===== src/rtl/mpool_pkg.sv =====
`timescale 1ns / 1ps
// ----------------------------------------------------------------------------
// mpool_pkg
// Shared types, constants and the max-merge helper of the streaming max pool.
// ----------------------------------------------------------------------------
package mpool_pkg;

  // Defaults of the top-level parameters.
  localparam int MAX_WIDTH_DEF   = 1024;
  localparam int MAX_KERNEL_DEF  = 8;
  localparam int SAMPLE_BITS_DEF = 16;

  // Fixed sizes of the plane and of the register port.
  localparam int MAX_HEIGHT = 1024;
  localparam int ROW_W      = 10;
  localparam int OUT_IDX_W  = 10;
  localparam int HGT_W      = 11;
  localparam int CFG_IDX_W  = 3;
  localparam int CFG_DATA_W = 11;
  localparam int STRIDE_W   = 4;

  // Merge form of a partial maximum: valid flag above a 32-bit signed value.
  localparam int VAL_W = 32;
  localparam int ACC_W = VAL_W + 1;

  typedef logic [ACC_W-1:0] acc_t;

  // Register indexes on the configuration port.
  typedef enum logic [CFG_IDX_W-1:0] {
    REG_KERNEL_HEIGHT = 3'd0,
    REG_KERNEL_WIDTH  = 3'd1,
    REG_STRIDE_COLS   = 3'd2,
    REG_STRIDE_ROWS   = 3'd3,
    REG_PLANE_WIDTH   = 3'd4,
    REG_PLANE_HEIGHT  = 3'd5
  } cfg_reg_t;

  // Larger of two partial maxima; an entry without its valid flag never wins.
  function automatic acc_t max_merge(input acc_t a, input acc_t b);
    acc_t res;
    if (!a[VAL_W]) begin
      res = b;
    end else if (!b[VAL_W]) begin
      res = a;
    end else if ($signed(b[VAL_W-1:0]) > $signed(a[VAL_W-1:0])) begin
      res = b;
    end else begin
      res = a;
    end
    return res;
  endfunction

endpackage


===== src/rtl/mpool_cell.sv =====
`timescale 1ns / 1ps
// ----------------------------------------------------------------------------
// mpool_cell
// One column cell of the horizontal chain: holds a column maximum, passes it
// to its neighbor on each shift and merges it into the running window maximum.
// ----------------------------------------------------------------------------
module mpool_cell
  import mpool_pkg::*;
#(
  parameter int SAMPLE_BITS = 16
) (
  input  logic                 clk,
  input  logic                 shift,
  input  logic                 in_window,
  input  logic [SAMPLE_BITS:0] d_in,
  output logic [SAMPLE_BITS:0] d_out,
  input  acc_t                 acc_in,
  output acc_t                 acc_out
);

  logic [SAMPLE_BITS:0] data_r;
  acc_t                 own;

  // Take the neighbor's column on each transfer through the chain.
  always_ff @(posedge clk) begin
    if (shift) begin
      data_r <= d_in;
    end
  end

  // Merge this column into the window maximum when it lies in the window.
  always_comb begin
    own     = {data_r[SAMPLE_BITS], VAL_W'($signed(data_r[SAMPLE_BITS-1:0]))};
    acc_out = in_window ? max_merge(acc_in, own) : acc_in;
  end

  assign d_out = data_r;

endmodule


===== config.mk =====
export PLATFORM = sky130hd
export DESIGN_NAME = mpool_cell
export DESIGN_NICKNAME = d
export VERILOG_FILES = /design/src/rtl/mpool_pkg.sv /design/src/rtl/mpool_cell.sv
export SDC_FILE = /design/constraint.sdc
export NUM_CORES = 1
export LEC_CHECK = 0
export ABC_AREA = 0
export BUFFER_PORTS_ARGS = -buffer_cell sky130_fd_sc_hd__buf_2
export CAP_MARGIN = 40
export CORE_MARGIN = 2
export CORE_UTILIZATION = 30
export CTS_CLUSTER_DIAMETER = 60
export DETAILED_ROUTE_END_ITERATION = 10
export SLEW_MARGIN = 25
export SYNTH_ARGS = -nofsm -noshare
export SYNTH_HDL_FRONTEND = slang
export SYNTH_SLANG_ARGS = --single-unit

===== constraint.sdc =====
create_clock -name clk -period 3.5 [get_ports clk]
set_input_delay 0.35 -clock clk [delete_from_list [all_inputs] [get_ports clk]]
set_output_delay 0.35 -clock clk [all_outputs]
set_load 0.02 [all_outputs]

==> out/results.tsv <==
stage	metric	value	unit
die	Core Area	6030	µm²
cts	Hold Buf Count CTS	0	
critical_path	Arrival @ worst endpoint	3.01	ns
global_routing	GRT Resource Usage Total	12.1	%
synth	Post-synth EDFFs	17	
critical_path	CP Capture Type	output port	
synth	synthesized flop and latch total	17	
final_layout	commonest non-fill, non-tap cell in the layout	buf_2	
place	placed cell count	347	
detailed_routing	drt pass-1 iters	4	
critical_path	worst-path maximum fanout	18	
die	Die Y	83.5	µm
worst_hold_path	Worst Hold Depth	1	
detailed_routing	sum of routed wire length over all layers	4.56	mm
cts	Clock H-tree levels	1	
synth	Ys Warns	0	
power_and_ir_drop	Worst IR Drop VDD	233	µV
cts	Max clock buf depth	2	
worst_hold_path	worst hold path class	in -> reg	
critical_path	CP startpoint kind	flop	
global_routing	vias in the first global route	1655	
synth	synth top area cells	edfxtp_1 27%, mux2_4 24%, ha_1 21%	
detailed_routing	Starting DRT DRC Count	13	
detailed_routing	Routed Antenna Nets	0	
power_and_ir_drop	P_leak	1.47	nW
sta	Hold Vio Cnt, Final	0	
synth	Unique masters post-synth	29	
place	port buffer count	102	
detailed_routing	DRC violations left	0	
critical_path	Worst path most repeated cell	buf_12	
sta	Max-slew headroom	73.8	%
die	Core Rows	28	
cts	clk root buf	clkbuf_8	
detailed_routing	wire per inst	12.7	µm
synth	Mapped Avg Cell Area	11.1	µm²
run	Max Cap Viol	0	
die	Initial Utilization	31.4	%
final_layout	most frequent cells in the layout	102 x buf_2, 33 x inv_1, 30 x mux2_4, 28 x ha_1, 17 x edfxtp_1	
sta	Slew Limit Fails	0	
sta	min Tclk post-route	3.36	ns
final_layout	layout cells sized above 1	57.2	%
final_layout	fill count	603	
final_layout	Nets	369	
synth	ys flop type	edfxtp_1	
sta	Max Clk Rate	298	MHz
cts	total CTS buffers	3	
outcome	outcome	completed	
synth	post-synthesis instance total	171	
die	IO Pins	103	
synth	largest area contributor in the netlist	edfxtp_1	
synth	Seq/Total Area, Yosys	26.9	%
sta	RSZ-0062 raised after global routing	yes	
global_routing	initial antenna violation count	0	
critical_path	kind of critical path	reg -> out	
detailed_routing	via count	1671	
sta	post-route setup TNS	0	ns
critical_path	crit-path cells	buf_12, ha_1, nand4_1, buf_4, nor2_1, a2111o_1, nand4bb_4, nand3_4, buf_12, mux2_2, buf_2	
synth	syn nets	256	
critical_path	slowest cell on the critical path	a2111o_1	
detailed_routing	Via density	4.67	
synth	Post-synth ARST share	0	%
synth	cell area after synthesis	1890	µm²
cts	clock sinks	17	
global_routing	pin count of the biggest net entering global routing	36	
synth	Synth top area share	26.9	%
place	HPWL Detailed	3.58	mm
power_and_ir_drop	Power per Cell Area	307	nW/µm²
sta	fin crit share	96.0	%
die	full die area	6970	µm²
die	Die Span X	83.5	µm
critical_path	worst stage delay on the critical path	0.45	ns
sta	setup violators final	0	
power_and_ir_drop	Design Power	0.846	mW
final_layout	max reg flops	17	
place	placer congestion estimate	0.729	
final_layout	P&R area growth vs syn	45.4	%
global_routing	global route total overflow	0	
final_layout	Finished Layout Cells	358	
critical_path	critical path data required time	3.15	ns
global_routing	first-pass GRT wire length	7.20	mm
cts	Clock Pin Slew Worst Setup and Hold Paths	0.07	ns
final_layout	ant diodes	0	
sta	Slew @ Worst Pin	0.394	ns
cts	CTS tree	done	
report_power, final:
part           total (mW)  switching (mW)  internal, mW
registers           0.256          0.0131         0.243
clock network       0.146          0.0675        0.0789
logic               0.443           0.225         0.219
total               0.846           0.305         0.540
kinds of logic (layout without fill, tap and decap cells):
logic type,Yosys count,after routing,synth area share (%)
and+or+nand+nor,24,24,8.52
AOI/OAI and AO/OA,29,29,9.91
buffers and inverters,37,149,8.52
muxes,32,32,25.0
DFF,17,17,26.9
adders and majority gates,32,32,21.1
metrics by stage:
| stage | hold WS, ns | util (%) | setup slack [ns] | cell area, µm² |
|---|---|---|---|---|
| 2_1_floorplan | 0.449 | - | 0.317 | 1890 |
| 3_3_place_gp | 0.527 | 41.4 | 0.321 | 2500 |
| 3_5_place_dp | 0.529 | 41.4 | 0.294 | 2500 |
| 4_1_cts | 0.262 | 42.3 | 0.0482 | 2550 |
| 5_1_grt | 0.256 | 45.7 | -0.00551 | 2760 |
| 6_report | 0.270 | 45.7 | 0.140 | 2760 |
worst max-delay path: cells and delay by family (launching register included):
family / cells / cell delay (ns)
compound gates: 1 / 0.45
fa+ha+maj: 1 / 0.32
buf+inv: 4 / 0.65
flops: 1 / 0.43
simple gates: 4 / 0.58
mux: 1 / 0.33
timing repair:
item / 4_1_cts / 5_1_grt
pin swaps: 0 / 7
setup buffers: 0 / 4
endpoints found under the setup margin: 2 / 32
resized for setup: 1 / 16
cloned: 0 / 3
synthesized netlist by cell type (3+ instances only):
cell type	instances
mux2_4	30
nor2_1	3
a21boi_0	3
nand3_1	5
ha_1	32
edfxtp_1	17
a21oi_1	13
a21o_1	3
inv_1	33
buf_6	3
nand4_1	7
layer usage:
metal / global-route usage (%) / up-vias / routed length (µm)
met1: 14.5 / 761 / 1970
met2: 22.5 / 60 / 2270
met3: 2.08 / 2 / 289
li1: - / 848 / -
met4: 3.08 / 0 / 22
met5: 0 / - / 0
final cells by class:
type / instances / area [µm²] / share of cell area, %
multi-input cells: 117 / 1320 / 47.9
repair buffers: 112 / 662 / 24.0
flip-flops and latches: 17 / 510 / 18.5
inverters: 33 / 124 / 4.50
well taps: 75 / 93.8 / 3.41
clock buffers: 3 / 41.3 / 1.50
clock inverters: 1 / 5.00 / 0.182
path summary, 6_finish.rpt:
check / from / to / slack, ns
max: d_out[15] / acc_out[0] / 0.14
min: d_in[8] / d_out[8] / 0.27
(Power assumes the default switching activity.)
